$ cat src/hw/rtl/mava_pkg.sv
// Shared types and constants for the moving average / variance alarm block.
// No dependencies; used by the top level and mava_arith.
package mava_pkg;

    localparam int SAMPLE_W = 16;
    localparam int DQ_W     = 38;
    localparam int STEP_W   = 6;
    localparam int DIVS_W   = 7;
    localparam int REM_W    = 8;
    localparam int HYST_W   = 17;

    localparam logic [9:0] HYST_BASE = 10'd1000;

    localparam logic [2:0] REG_AVERAGE_LENGTH      = 3'd0;
    localparam logic [2:0] REG_WINDOW_LENGTH       = 3'd1;
    localparam logic [2:0] REG_DEVIATION_THRESHOLD = 3'd2;
    localparam logic [2:0] REG_EXPECTED_LEVEL      = 3'd3;
    localparam logic [2:0] REG_ALARM_DELAY         = 3'd4;
    localparam logic [2:0] REG_SHAKE_NEEDED        = 3'd5;

    typedef enum logic [1:0] {
        ST_NORMAL = 2'd0,
        ST_HIGH   = 2'd1,
        ST_LOW    = 2'd2,
        ST_SHAKE  = 2'd3
    } alarm_t;

    typedef enum logic {
        OP_MUL = 1'b0,
        OP_DIV = 1'b1
    } arith_op_t;

    typedef struct packed {
        logic              start;
        arith_op_t         op;
        logic [STEP_W-1:0] steps;
    } arith_req_t;

    typedef enum logic [2:0] {
        S_IDLE,
        S_RING,
        S_SQ,
        S_VDIV,
        S_LIM,
        S_MDIV,
        S_ADIV,
        S_ALARM
    } seq_state_t;

endpackage

$ cat src/hw/rtl/moving_average_variance_alarm_unit.sv
// Top level: sequencer, state and alarm for the moving average / variance block.
// Depends on mava_pkg, mava_ram and mava_arith.
//
//  channel | signals                                   | direction
//  in      | in_valid, in_stall, sample                | into block
//  out     | out_valid, out_stall, average_out,        | out of block
//          | alarm_status, noisy_blocks                |
//  cfg     | cfg_valid, cfg_ready, cfg_index, cfg_data | into block
//
// An ordinary item runs ring update, square and average divide; the item that closes a block
// runs variance divide, limit multiply, mean divide and average divide on the bit-serial unit.
// One item at a time: in_stall is high from transfer until the result is registered.
// Reset clears control registers; ring entries carry valid bits and read as zero until written.
// A stalled result holds; the next item's alarm step waits until the result register is free.
module moving_average_variance_alarm_unit #(
    parameter int AVERAGE_MAX = 64,
    parameter int BLOCKS_MAX  = 16
) (
    input  logic        clk,
    input  logic        rst_n,
    input  logic        in_valid,
    output logic        in_stall,
    input  logic [15:0] sample,
    output logic        out_valid,
    input  logic        out_stall,
    output logic [15:0] average_out,
    output logic [1:0]  alarm_status,
    output logic [15:0] noisy_blocks,
    input  logic        cfg_valid,
    output logic        cfg_ready,
    input  logic [2:0]  cfg_index,
    input  logic [15:0] cfg_data
);

    localparam int IDX_W  = $clog2(AVERAGE_MAX);
    localparam int RING_N = (AVERAGE_MAX < 127) ? AVERAGE_MAX : 127;
    localparam int RSW    = $clog2(RING_N) + 16;

    mava_pkg::seq_state_t      state_reg, state_next;
    mava_pkg::arith_req_t      req;
    logic [mava_pkg::DQ_W-1:0] opa;
    logic [15:0]               opb;
    logic                      ar_busy, ar_done;
    logic [mava_pkg::DQ_W-1:0] ar_res;

    logic [6:0]  avg_len_reg;
    logic [4:0]  win_len_reg;
    logic [15:0] thr_reg, exp_reg, delay_reg, need_reg;

    logic [AVERAGE_MAX-1:0] vld_reg, vld_next;
    logic [RSW-1:0]   ring_sum_reg, ring_sum_next;
    logic [6:0]       ring_idx_reg, ring_idx_next;
    logic [37:0]      var_reg, var_next;
    logic [4:0]       pos_reg, pos_next;
    logic [3:0]       bn_reg, bn_next;
    logic [19:0]      total_reg, total_next;
    logic [15:0]      prev_reg, prev_next;
    logic [15:0]      flags_reg, flags_next;
    logic [15:0]      shk_reg, shk_next;
    logic [16:0]      hyst_reg, hyst_next;
    mava_pkg::alarm_t status_reg, status_next;
    logic [15:0]      smp_reg, smp_next;
    logic [15:0]      avg_reg, avg_next;
    logic             ov_reg, ov_next;
    logic [15:0]      oavg_reg, oavg_next;
    logic [1:0]       ost_reg, ost_next;
    logic [15:0]      oflg_reg, oflg_next;

    logic [6:0]       alen;
    logic [4:0]       wlen;
    logic [3:0]       blk;
    logic [15:0]      old_smp, rd_data, dif;
    logic             wr_en;
    logic [4:0]       bn_inc;
    logic             shake, abnormal;
    logic [16:0]      bound;
    logic             slot_free;

    mava_ram #(.WIDTH(16), .DEPTH(AVERAGE_MAX)) u_ring (
        .clk     (clk),
        .wr_en   (wr_en),
        .wr_addr (IDX_W'(ring_idx_reg)),
        .wr_data (smp_reg),
        .rd_addr (IDX_W'(ring_idx_reg)),
        .rd_data (rd_data)
    );

    mava_arith u_arith (
        .clk    (clk),
        .rst_n  (rst_n),
        .req    (req),
        .opa    (opa),
        .opb    (opb),
        .busy   (ar_busy),
        .done   (ar_done),
        .result (ar_res)
    );

    assign cfg_ready = 1'b1;

    always_ff @(posedge clk or negedge rst_n)
    begin
        if (!rst_n)
        begin
            avg_len_reg <= 7'd16;
            win_len_reg <= 5'd8;
            thr_reg     <= 16'd100;
            exp_reg     <= 16'd0;
            delay_reg   <= 16'd100;
            need_reg    <= 16'd3;
        end
        else if (cfg_valid && cfg_ready)
        begin
            case (cfg_index)
                mava_pkg::REG_AVERAGE_LENGTH:      avg_len_reg <= cfg_data[6:0];
                mava_pkg::REG_WINDOW_LENGTH:       win_len_reg <= cfg_data[4:0];
                mava_pkg::REG_DEVIATION_THRESHOLD: thr_reg     <= cfg_data;
                mava_pkg::REG_EXPECTED_LEVEL:      exp_reg     <= cfg_data;
                mava_pkg::REG_ALARM_DELAY:         delay_reg   <= cfg_data;
                mava_pkg::REG_SHAKE_NEEDED:        need_reg    <= cfg_data;
                default: ;
            endcase
        end
    end

    always_ff @(posedge clk or negedge rst_n)
    begin
        if (!rst_n)
        begin
            state_reg    <= mava_pkg::S_IDLE;
            vld_reg      <= '0;
            ring_sum_reg <= '0;
            ring_idx_reg <= '0;
            pos_reg      <= '0;
            bn_reg       <= '0;
            total_reg    <= '0;
            prev_reg     <= '0;
            flags_reg    <= '0;
            shk_reg      <= '0;
            hyst_reg     <= '0;
            status_reg   <= mava_pkg::ST_NORMAL;
            ov_reg       <= 1'b0;
        end
        else
        begin
            state_reg    <= state_next;
            vld_reg      <= vld_next;
            ring_sum_reg <= ring_sum_next;
            ring_idx_reg <= ring_idx_next;
            pos_reg      <= pos_next;
            bn_reg       <= bn_next;
            total_reg    <= total_next;
            prev_reg     <= prev_next;
            flags_reg    <= flags_next;
            shk_reg      <= shk_next;
            hyst_reg     <= hyst_next;
            status_reg   <= status_next;
            ov_reg       <= ov_next;
        end
    end

    always_ff @(posedge clk)
    begin
        var_reg  <= var_next;
        smp_reg  <= smp_next;
        avg_reg  <= avg_next;
        oavg_reg <= oavg_next;
        ost_reg  <= ost_next;
        oflg_reg <= oflg_next;
    end

    always_comb
    begin
        if (avg_len_reg == 7'd0)
        begin
            alen = 7'd1;
        end
        else if (int'(avg_len_reg) > AVERAGE_MAX)
        begin
            alen = 7'(AVERAGE_MAX);
        end
        else
        begin
            alen = avg_len_reg;
        end
        if (win_len_reg == 5'd0)
        begin
            wlen = 5'd1;
        end
        else if (int'(win_len_reg) > BLOCKS_MAX)
        begin
            wlen = 5'(BLOCKS_MAX);
        end
        else
        begin
            wlen = win_len_reg;
        end
    end

    assign blk       = bn_reg & 4'(BLOCKS_MAX - 1);
    assign old_smp   = vld_reg[IDX_W'(ring_idx_reg)] ? rd_data : 16'd0;
    assign dif       = (smp_reg >= prev_reg) ? smp_reg - prev_reg : prev_reg - smp_reg;
    assign bn_inc    = {1'b0, bn_reg} + 5'd1;
    assign slot_free = !ov_reg || !out_stall;
    assign bound     = {7'd0, mava_pkg::HYST_BASE} + {1'b0, delay_reg};
    assign shake     = (flags_reg != 16'd0) && (shk_reg >= need_reg);
    assign abnormal  = shake
        || ((avg_reg >= exp_reg) ? (avg_reg - exp_reg) : (exp_reg - avg_reg)) > thr_reg;
    assign in_stall  = (state_reg != mava_pkg::S_IDLE);

    always_comb
    begin
        state_next    = state_reg;
        vld_next      = vld_reg;
        ring_sum_next = ring_sum_reg;
        ring_idx_next = ring_idx_reg;
        var_next      = var_reg;
        pos_next      = pos_reg;
        bn_next       = bn_reg;
        total_next    = total_reg;
        prev_next     = prev_reg;
        flags_next    = flags_reg;
        shk_next      = shk_reg;
        hyst_next     = hyst_reg;
        status_next   = status_reg;
        smp_next      = smp_reg;
        avg_next      = avg_reg;
        ov_next       = ov_reg && out_stall;
        oavg_next     = oavg_reg;
        ost_next      = ost_reg;
        oflg_next     = oflg_reg;
        wr_en         = 1'b0;
        req           = '{start: 1'b0, op: mava_pkg::OP_MUL, steps: '0};
        opa           = (mava_pkg::DQ_W'(ring_sum_reg)) << (mava_pkg::DQ_W - RSW);
        opb           = {9'd0, alen};

        case (state_reg)
            mava_pkg::S_IDLE:
            begin
                if (in_valid)
                begin
                    smp_next   = sample;
                    state_next = mava_pkg::S_RING;
                end
            end
            mava_pkg::S_RING:
            begin
                if (ring_idx_reg >= alen)
                begin
                    ring_idx_next = '0;
                end
                else
                begin
                    ring_sum_next = ring_sum_reg + RSW'(smp_reg) - RSW'(old_smp);
                    wr_en         = 1'b1;
                    vld_next[IDX_W'(ring_idx_reg)] = 1'b1;
                    ring_idx_next = ring_idx_reg + 7'd1;
                end
                if (pos_reg >= wlen)
                begin
                    req        = '{start: 1'b1, op: mava_pkg::OP_DIV, steps: 6'd38};
                    opa        = var_reg;
                    opb        = {11'd0, wlen};
                    state_next = mava_pkg::S_VDIV;
                end
                else
                begin
                    req        = '{start: 1'b1, op: mava_pkg::OP_MUL, steps: 6'd16};
                    opa        = {22'd0, dif};
                    opb        = dif;
                    state_next = mava_pkg::S_SQ;
                end
            end
            mava_pkg::S_SQ:
            begin
                if (ar_done)
                begin
                    var_next   = (pos_reg == 5'd0) ? ar_res : var_reg + ar_res;
                    total_next = total_reg + {4'd0, smp_reg};
                    pos_next   = pos_reg + 5'd1;
                    req        = '{start: 1'b1, op: mava_pkg::OP_DIV,
                                   steps: mava_pkg::STEP_W'(RSW)};
                    state_next = mava_pkg::S_ADIV;
                end
            end
            mava_pkg::S_VDIV:
            begin
                if (ar_done)
                begin
                    var_next   = ar_res;
                    req        = '{start: 1'b1, op: mava_pkg::OP_MUL, steps: 6'd16};
                    opa        = {22'd0, thr_reg};
                    opb        = thr_reg;
                    state_next = mava_pkg::S_LIM;
                end
            end
            mava_pkg::S_LIM:
            begin
                if (ar_done)
                begin
                    if (var_reg > {6'd0, ar_res[31:0]})
                    begin
                        flags_next[blk] = 1'b1;
                        if (shk_reg < need_reg)
                        begin
                            shk_next = shk_reg + 16'd1;
                        end
                    end
                    else
                    begin
                        flags_next[blk] = 1'b0;
                    end
                    if (bn_inc >= wlen)
                    begin
                        bn_next  = '0;
                        shk_next = '0;
                    end
                    else
                    begin
                        bn_next = bn_inc[3:0];
                    end
                    pos_next   = '0;
                    req        = '{start: 1'b1, op: mava_pkg::OP_DIV, steps: 6'd20};
                    opa        = {total_reg, 18'd0};
                    opb        = {11'd0, wlen};
                    state_next = mava_pkg::S_MDIV;
                end
            end
            mava_pkg::S_MDIV:
            begin
                if (ar_done)
                begin
                    prev_next  = (ar_res[19:16] != 4'd0) ? 16'hFFFF : ar_res[15:0];
                    total_next = '0;
                    req        = '{start: 1'b1, op: mava_pkg::OP_DIV,
                                   steps: mava_pkg::STEP_W'(RSW)};
                    state_next = mava_pkg::S_ADIV;
                end
            end
            mava_pkg::S_ADIV:
            begin
                if (ar_done)
                begin
                    avg_next   = (ar_res[mava_pkg::DQ_W-1:16] != '0) ? 16'hFFFF
                                                                    : ar_res[15:0];
                    state_next = mava_pkg::S_ALARM;
                end
            end
            mava_pkg::S_ALARM:
            begin
                if (slot_free)
                begin
                    if (abnormal)
                    begin
                        if (hyst_reg > bound)
                        begin
                            if (shake)
                            begin
                                status_next = mava_pkg::ST_SHAKE;
                            end
                            else if (avg_reg > exp_reg)
                            begin
                                status_next = mava_pkg::ST_HIGH;
                            end
                            else
                            begin
                                status_next = mava_pkg::ST_LOW;
                            end
                        end
                        else
                        begin
                            hyst_next = hyst_reg + 17'd1;
                        end
                    end
                    else if (hyst_reg > {7'd0, mava_pkg::HYST_BASE})
                    begin
                        hyst_next = hyst_reg - 17'd1;
                    end
                    else
                    begin
                        status_next = mava_pkg::ST_NORMAL;
                    end
                    ov_next    = 1'b1;
                    oavg_next  = avg_reg;
                    ost_next   = status_next;
                    oflg_next  = flags_reg;
                    state_next = mava_pkg::S_IDLE;
                end
            end
            default:
            begin
                state_next = mava_pkg::S_IDLE;
            end
        endcase
    end

    assign out_valid    = ov_reg;
    assign average_out  = oavg_reg;
    assign alarm_status = ost_reg;
    assign noisy_blocks = oflg_reg;

    a_busy_in_wait: assert property (@(posedge clk) disable iff (!rst_n)
        ar_busy |-> (state_reg == mava_pkg::S_SQ || state_reg == mava_pkg::S_VDIV
                     || state_reg == mava_pkg::S_LIM || state_reg == mava_pkg::S_MDIV
                     || state_reg == mava_pkg::S_ADIV))
        else $error("arithmetic unit busy outside a wait state");

    a_out_from_alarm: assert property (@(posedge clk) disable iff (!rst_n)
        $rose(out_valid) |-> $past(state_reg == mava_pkg::S_ALARM))
        else $error("result raised without alarm step");

    a_pos_bound: assert property (@(posedge clk) disable iff (!rst_n)
        pos_reg <= 5'd16)
        else $error("block position out of range");

    a_ring_write_once: assert property (@(posedge clk) disable iff (!rst_n)
        wr_en |-> state_reg == mava_pkg::S_RING && $past(state_reg == mava_pkg::S_IDLE))
        else $error("ring written outside its step");

endmodule

$ cat src/hw/rtl/mava_ram.sv
// Generic single-write, single-read RAM with registered read data.
// No dependencies.
module mava_ram #(
    parameter int WIDTH = 16,
    parameter int DEPTH = 64
) (
    input  logic                     clk,
    input  logic                     wr_en,
    input  logic [$clog2(DEPTH)-1:0] wr_addr,
    input  logic [WIDTH-1:0]         wr_data,
    input  logic [$clog2(DEPTH)-1:0] rd_addr,
    output logic [WIDTH-1:0]         rd_data
);

    logic [WIDTH-1:0] mem [DEPTH];

    always_ff @(posedge clk)
    begin
        if (wr_en)
        begin
            mem[wr_addr] <= wr_data;
        end
        rd_data <= mem[rd_addr];
    end

endmodule

$ cat src/hw/rtl/mava_arith.sv
// Shared iterative unit: 16x16 shift-add multiply and restoring divide.
// Depends on mava_pkg.
module mava_arith (
    input  logic                               clk,
    input  logic                               rst_n,
    input  mava_pkg::arith_req_t               req,
    input  logic [mava_pkg::DQ_W-1:0]          opa,
    input  logic [mava_pkg::SAMPLE_W-1:0]      opb,
    output logic                               busy,
    output logic                               done,
    output logic [mava_pkg::DQ_W-1:0]          result
);

    logic                            busy_reg, busy_next;
    logic                            done_reg, done_next;
    mava_pkg::arith_op_t             op_reg, op_next;
    logic [mava_pkg::STEP_W-1:0]     cnt_reg, cnt_next;
    logic [mava_pkg::DQ_W-1:0]       dq_reg, dq_next;
    logic [mava_pkg::REM_W-1:0]      rem_reg, rem_next;
    logic [mava_pkg::SAMPLE_W-1:0]   b_reg, b_next;
    logic [mava_pkg::REM_W-1:0]      trial;
    logic [16:0]                     psum;

    always_ff @(posedge clk or negedge rst_n)
    begin
        if (!rst_n)
        begin
            busy_reg <= 1'b0;
            done_reg <= 1'b0;
        end
        else
        begin
            busy_reg <= busy_next;
            done_reg <= done_next;
        end
    end

    always_ff @(posedge clk)
    begin
        op_reg  <= op_next;
        cnt_reg <= cnt_next;
        dq_reg  <= dq_next;
        rem_reg <= rem_next;
        b_reg   <= b_next;
    end

    always_comb
    begin
        busy_next = busy_reg;
        done_next = 1'b0;
        op_next   = op_reg;
        cnt_next  = cnt_reg;
        dq_next   = dq_reg;
        rem_next  = rem_reg;
        b_next    = b_reg;
        trial     = {rem_reg[mava_pkg::REM_W-2:0], dq_reg[mava_pkg::DQ_W-1]};
        psum      = {1'b0, dq_reg[31:16]} + (dq_reg[0] ? {1'b0, b_reg} : 17'd0);
        if (req.start)
        begin
            busy_next = 1'b1;
            op_next   = req.op;
            cnt_next  = req.steps;
            rem_next  = '0;
            b_next    = opb;
            if (req.op == mava_pkg::OP_MUL)
            begin
                dq_next = {22'd0, opa[15:0]};
            end
            else
            begin
                dq_next = opa;
            end
        end
        else if (busy_reg)
        begin
            if (op_reg == mava_pkg::OP_MUL)
            begin
                dq_next = {6'd0, psum, dq_reg[15:1]};
            end
            else if (trial >= {1'b0, b_reg[mava_pkg::DIVS_W-1:0]})
            begin
                rem_next = trial - {1'b0, b_reg[mava_pkg::DIVS_W-1:0]};
                dq_next  = {dq_reg[mava_pkg::DQ_W-2:0], 1'b1};
            end
            else
            begin
                rem_next = trial;
                dq_next  = {dq_reg[mava_pkg::DQ_W-2:0], 1'b0};
            end
            cnt_next = cnt_reg - 1'b1;
            if (cnt_reg == mava_pkg::STEP_W'(1))
            begin
                busy_next = 1'b0;
                done_next = 1'b1;
            end
        end
    end

    assign busy   = busy_reg;
    assign done   = done_reg;
    assign result = dq_reg;

endmodule
$ cat config.mk
export PLATFORM = sky130hd
export DESIGN_NAME = moving_average_variance_alarm_unit
export DESIGN_NICKNAME = d
export VERILOG_FILES = /design/src/hw/rtl/mava_pkg.sv /design/src/hw/rtl/moving_average_variance_alarm_unit.sv /design/src/hw/rtl/mava_ram.sv /design/src/hw/rtl/mava_arith.sv
export SDC_FILE = /design/constraint.sdc
export NUM_CORES = 2
export LEC_CHECK = 0
export ABC_AREA = 1
export BUFFER_PORTS_ARGS = -buffer_cell sky130_fd_sc_hd__buf_2
export CORE_MARGIN = 1
export CORE_UTILIZATION = 50
export CTS_CLUSTER_DIAMETER = 200
export DETAILED_ROUTE_END_ITERATION = 10
export HOLD_SLACK_MARGIN = 0.12
export MAX_ROUTING_LAYER = met4
export PLACE_DENSITY = 0.65
export SLEW_MARGIN = 20
export SYNTH_ARGS = -nofsm -noshare
export SYNTH_HDL_FRONTEND = slang
export SYNTH_SLANG_ARGS = --single-unit
$ cat constraint.sdc
create_clock -name clk -period 11.8 [get_ports clk]
set_input_delay 0.59 -clock clk [delete_from_list [all_inputs] [get_ports clk]]
set_output_delay 0.59 -clock clk [all_outputs]
set_load 0.03 [all_outputs]
* After elaboration in Yosys (flattened, before gate mapping)
Memories as Yosys holds them, arrays and structs flattened. A register that Yosys moved wholly into a read port is not among the register bits.
Index checks and enable logic that the tools add are counted.
W data, S select, Z words.
** Operators by class
- Add/sub/neg operators :: 18
- Multiply operators :: 0
- Divide/modulo/power cells :: 0
- Magnitude comparators :: 19
- Equal/unequal tests :: 22
- Shift-type cells :: 0
- Multiplexer cells :: 80
- Bitwise logic cells :: 5
- Reduce and logical (&&, ||, !) cells :: 44
** Operators by type and width (count)
- $mux W38 :: 10
- $mux W16 :: 11
- $pmux W38 S3 :: 1
- $pmux W38 S2 :: 1
- $or A64 B64 Y64 :: 1
- $sub A16 B16 Y16 :: 4
- $mux W17 :: 3
- $ge A16 B16 Y1 :: 3
- $pmux W16 S3 :: 1
- $mux W7 :: 6
- $mux W20 :: 2
- $pmux W20 S2 :: 1
- $add A38 B38 Y38 :: 1
- $gt A38 B32 Y1 :: 1
- $gt A16 B16 Y1 :: 2
- $pmux W8 S4 :: 1
- $reduce_and A2 Y1 :: 13
- $mux W8 :: 3
- $add A22 B16 Y22 :: 1
- $reduce_bool A22 Y1 :: 1
- $sub A22 B16 Y22 :: 1
- $pmux W3 S7 :: 1
- $add A20 B16 Y20 :: 1
- $mux W5 :: 4
- other kinds (55) :: 114
** Storage, ports and cells
- Flip-flop bits (word level) :: 443
- Latch bits :: 0
- Bits in writable memories :: 1024
- ROM bits :: 0
- Output and inout port bits :: 37
- Word-level logic and storage cells :: 221
- Memories kept :: 1
** Memories
- u_ring.mem :: depth 64, width 16, rd ports 1, clocked after Yosys merged registers in 1, wr ports 1, line mava_ram.sv:15 : logic [WIDTH-1:0] mem [DEPTH];

* Depth between registers and ports, before layout
- Depth after elaboration :: 8
- Depth in mapped cells :: 40
- Mapped depth without buffers :: 40

* Modules after synthesis
Synthesis repeated with hierarchy kept, for this count alone.
** Second synthesis, totals
- Cell total of the unflattened synthesis :: 7820
- Area, all modules :: 74639.1 sq um
** By module, submodules not included
- mava_ram :: instances 1, cells each 3518, area an instance 42095.4 sq um, sequential area each 31069.8 sq um
- moving_average_variance_alarm_unit :: instances 1, cells each 3724, area an instance 27986.8 sq um, sequential area each 9867.0 sq um
- mava_arith :: instances 1, cells each 578, area an instance 4556.9 sq um, sequential area each 2021.9 sq um

* Worst setup path after synthesis
OpenSTA, ideal clock, no wires.
- Path kind :: register -> register
- From :: reg avg_reg[0]
- To :: reg hyst_reg[16]
- Setup time :: 117 ps
- Data arrival time :: 4462 ps
- Setup slack :: 7221 ps
- Stages on the path, launching flop included :: 36
- Buffers on the path :: 1
- Clock period less this slack :: 4579 ps
- Cell sequence :: edfxtp_1 > inv_1 > ha_1 > inv_1 > fa_1 > nand2_1 > nand2_1 > nand2_1 > nand2_1 > nand2_1 > nand3_2 > inv_1 > buf_2 > o211ai_1 > nand2_1 > inv_1 > ha_1 > nand2_1 > nor2_1 > nand4_1 > inv_1 > nand3_1 > nand2_1 > nand2_1 > inv_1 > ha_1 > a21oi_1 > o21ai_0 > a21oi_1 > o21ai_0 > nand3_1 > nand2_1 > inv_1 > nand2_1 > nand2_1 > nand2_1
** On the way
- Longest elaborated chain between the ends :: 6
** Ends and longest elaborated chain
- start, declared :: line moving_average_variance_alarm_unit.sv:63 : logic [15:0] avg_reg, avg_next;
- start signal, assigned :: line moving_average_variance_alarm_unit.sv:166 : avg_reg <= avg_next;
- $sub A16 B16 Y16 or $ge A16 B16 Y1 (tied branches) :: line moving_average_variance_alarm_unit.sv:208 : || ((avg_reg >= exp_reg) ? (avg_reg - exp_reg) : (exp_reg - avg_reg)) > thr_reg;
- $mux W16 * :: line moving_average_variance_alarm_unit.sv:208
- $gt A16 B16 Y1 * :: line moving_average_variance_alarm_unit.sv:208
- $logic_or A1 B1 Y1 * :: line moving_average_variance_alarm_unit.sv:208
- $ne A2 B2 Y1 (no line) or $reduce_bool A2 Y1 (tied branches)
- $reduce_and A4 Y1 (no line)
- end signal, assigned :: line moving_average_variance_alarm_unit.sv:156 : hyst_reg <= hyst_next;
- end, declared :: line moving_average_variance_alarm_unit.sv:60 : logic [16:0] hyst_reg, hyst_next;
Every way passes the cells marked *; elsewhere a longest branch is shown, timed or not.
A chain may end at the register's enable or synchronous reset.

* Worst setup path in the final report
- From :: reg ring_idx_reg[2]
- To :: reg ring_sum_reg[16]
** On the way
- Longest elaborated chain between the ends :: 4
** Ends and longest elaborated chain
- start, declared :: line moving_average_variance_alarm_unit.sv:52 : logic [6:0] ring_idx_reg, ring_idx_next;
- start signal, assigned :: line moving_average_variance_alarm_unit.sv:149 : ring_idx_reg <= ring_idx_next;
- $bmux W1 S6 :: line moving_average_variance_alarm_unit.sv:201 : assign old_smp = vld_reg[IDX_W'(ring_idx_reg)] ? rd_data : 16'd0;
- $mux W1 (not written as such) :: line moving_average_variance_alarm_unit.sv:201
- $mux W16 :: line moving_average_variance_alarm_unit.sv:201
- $sub A22 B16 Y22 :: line moving_average_variance_alarm_unit.sv:254 : ring_sum_next = ring_sum_reg + RSW'(smp_reg) - RSW'(old_smp);
- end signal, assigned :: line moving_average_variance_alarm_unit.sv:148 : ring_sum_reg <= ring_sum_next;
- end, declared :: line moving_average_variance_alarm_unit.sv:51 : logic [RSW-1:0] ring_sum_reg, ring_sum_next;
Parallel ways exist; a longest one is shown, timed or not. The select of a mux whose other input is x is not followed.

==> flow_summary.json <==
{
  "grt_pass1_vias": 50006,
  "critPathRequiredTime_ns": 12.46,
  "syn-cell-area_mm2": 0.07024,
  "vias": 51489,
  "crit_path_end_kind": "flop",
  "irDropWorstVdd_v": 0.0001501,
  "ys_types": 56,
  "viasPerCell": 5.744,
  "multi_input_area_mm2": 0.02390,
  "seq_area_mm2": 0.04296,
  "ys_seq_area_frac": 0.6116,
  "postCtsSetupBuffers": 0,
  "critPathCapture": "ring_sum_reg[16]",
  "pwr-share-clk": 0.260,
  "dieArea_mm2": 0.1420,
  "fin_skew_ns": 0.04682,
  "avgSynthCellArea_um2": 10.33,
  "synthTopCellsByArea": "edfxtp_1 51%, nand2_1 9.7%, dfrtp_1 9.3%",
  "ios": 77,
  "cts.sinks": 1483,
  "diodes": 0,
  "r2r_setup_slack_ns": 5.79,
  "ys.flop_type": "edfxtp_1",
  "slew_headroom": 0.2355,
  "fmax_mhz": 166.5,
  "hpwl_um": 138200,
  "p_seq_frac": 0.353,
  "syn-instance-count": 6803,
  "maxCapViolCount": 0,
  "power_mw": 18.71,
  "wl_um": 211900,
  "setup_viol": 0,
  "synth_edf_count": 1189,
  "wl_per_cell_um": 23.64,
  "worst_pin_slew_ns": 1.143,
  "synth_top_area_frac": 0.5083,
  "drt_pass1_iterations": 9,
  "p_sw_frac": 0.4015,
  "crit_start": "ring_idx_reg[2]",
  "synth_top_cell_by_area": "edfxtp_1",
  "yosys_register_bits": 1483,
  "fillers": 12004,
  "syn_nets": 7152,
  "drcViolationCount": 0,
  "hp-class": "input pin to flop",
  "worstSkewPairLatency_ns": 0.82,
  "clockRootBuffer": "clkbuf_16",
  "clkTransAtPathRegs_ns": 0.06,
  "place_congestion": 0.9633,
  "drive_gt1_frac": 0.07209,
  "path_class": "flop to flop",
  "numCtsBuffers": 156,
  "cts_tree": "yes",
  "ys.warnings.count": 0,
  "powerDensity_mw_per_mm2": 238.6,
  "post-synth-top-count-cell": "nand2_1",
  "leakagePower_nw": 31.82,
  "ant_nets": 0,
  "grt_max_degree": 103,
  "synth_common_cells": "1,816 x nand2_1, 1,189 x edfxtp_1, 662 x inv_1",
  "drt_iter0_markers": 5186,
  "hold_violations": 0,
  "p_int_mw": 11.20,
  "p_sw_mw": 7.510,
  "reg2reg_from": "ring_idx_reg[2]",
  "dp_slack_ns": 5.837,
  "final_nets": 7307,
  "portBuffers": 75,
  "core.rowCount": 137,
  "r2r_end": "ring_sum_reg[16]",
  "die_y_um": 376.8,
  "period_needed_ns": 6.006,
  "tns_ns": 0,
  "outcome": "complete, no violations",
  "period_share": 0.5090,
  "overflow": 0,
  "die_x_um": 376.8,
  "fin_ws_ns": 5.794,
  "grtUsageTotal": 0.3078,
  "rsz0062_at_grt": "no",
  "utilization": 0.5619,
  "syn_to_final_growth_pct": 11.62,
  "core_area_mm2": 0.1395,
  "worstSetupStartpointType": "flop",
  "initial_utilization": 0.5034,
  "largest_reg_flops": 1024,
  "r2r_cells": 21,
  "final-max-slew-violation-count": 0,
  "async_flop_share": 0.1827,
  "cts.htree.levels": 4,
  "comb_power_share": 0.387,
  "grt_pass1_wl_um": 315800,
  "antenna_found_initial": 2,
  "clockBufferDepth": 3,
  "crit_fanout": 46,
  "worstPathArrival_ns": 6.66
}
worst max-delay path, stage by stage (launching register included):
cell       delay, ns
dfrtp_1         0.56
inv_2           0.15
nand3_2         0.11
buf_4           0.31
inv_4           0.28
buf_4           0.43
a22oi_1         0.26
o2111ai_1       0.13
nand2_1         0.07
nand2_1         0.06
nor2_2          0.55
a21boi_0        0.31
fa_1            0.54
fa_1            0.46
o21ai_0         0.59
a21oi_1         0.22
o21ai_0         0.35
nand3_1         0.12
nand2_1         0.10
nand2_1         0.05
nand2_1         0.06
o22ai_1         0.07
per-stage QoR:
| step | hold WS (ns) | cells | cell area (µm²) |
|---|---|---|---|
| 6_report | 0.1843 | 8964 | 78410 |
| 5_1_grt | 0.1798 | 8964 | 78410 |
| 4_1_cts | 0.1449 | 8964 | 78380 |
| 3_5_place_dp | 0.4454 | 8658 | 73130 |
| 3_3_place_gp | 0.4352 | 8658 | 73120 |
| 2_1_floorplan | 0.2944 | 6803 | 70240 |
power by group through the flow:
stage,Clock (mW),Combinational (mW),Sequential (mW)
2_1_floorplan,0,4.84,6.60
3_3_place_gp,0,7.07,6.68
5_1_grt,5.12,8.02,6.64
6_report,4.87,7.24,6.60
3_5_place_dp,0,7.12,6.69
4_1_cts,4.93,7.17,6.59
worst min-delay path by stage:
stage | depth (start not counted) | slack (ns) | startpoint | end
final | 3 | 0.18 | cfg_data[14] | exp_reg[14]
after global routing | 3 | 0.18 | cfg_data[14] | thr_reg[14]
after CTS | 3 | 0.14 | cfg_data[14] | exp_reg[14]
after detailed placement | 2 | 0.45 | vld_reg[17] | vld_reg[17]
after global placement | 0 | 0.44 | avg_reg[15] | average_out[15]
after floorplan | 0 | 0.29 | rst_n | async pin
cell families (layout without fill, tap and decap cells):
family                     after synthesis  in the layout  synth area share
AOI/OAI and AO/OA                     1220           1220            0.1044
DFF                                   1483           1483            0.6116
and+or+nand+nor                       2772           2772            0.1623
other                                    1              1        0.00005338
xor gates and xnor gates               112            112           0.01396
adders and majority gates              309            309           0.05771
buffers and inverters                  906           1191           0.05002
repair_timing:
item                                   4_1_cts  5_1_grt
hold buffers                                18        0
endpoints found under the hold margin      112        0
resized for setup                            0        0
cell usage in the layout (no fill, tap or decap), types with 79 or more instances in the layout:
| master | Yosys | final |
|---|---|---|
| ha_1 | 284 | 284 |
| a22oi_1 | 124 | 124 |
| dfrtp_1 | 261 | 261 |
| edfxtp_1 | 1189 | 1189 |
| buf_4 | 5 | 135 |
| inv_1 | 662 | 661 |
| nand4_1 | 145 | 145 |
| clkbuf_16 | 0 | 159 |
| nand2_1 | 1816 | 1814 |
| a221oi_1 | 79 | 79 |
| nand3_1 | 226 | 223 |
| nor2_1 | 435 | 421 |
| a21oi_1 | 324 | 324 |
| o21ai_0 | 459 | 458 |
area by class of cell:
cell class,instances,area share
Inverter,675,0.03260
Clock buffer,216,0.05450
Multi-Input combinational cell,4414,0.3048
Clock inverter,72,0.01018
Sequential cell,1483,0.5479
Tap cell,1876,0.02994
Timing Repair Buffer,228,0.02014
routing by layer:
layer | track usage | share of wire
met1 | 0.3950 | 0.41
met2 | 0.4915 | 0.47
met3 | 0.04262 | 0.070
met4 | 0.1302 | 0.045
met5 | - | 0
No activity file was read; power rests on OpenSTA's default activity.
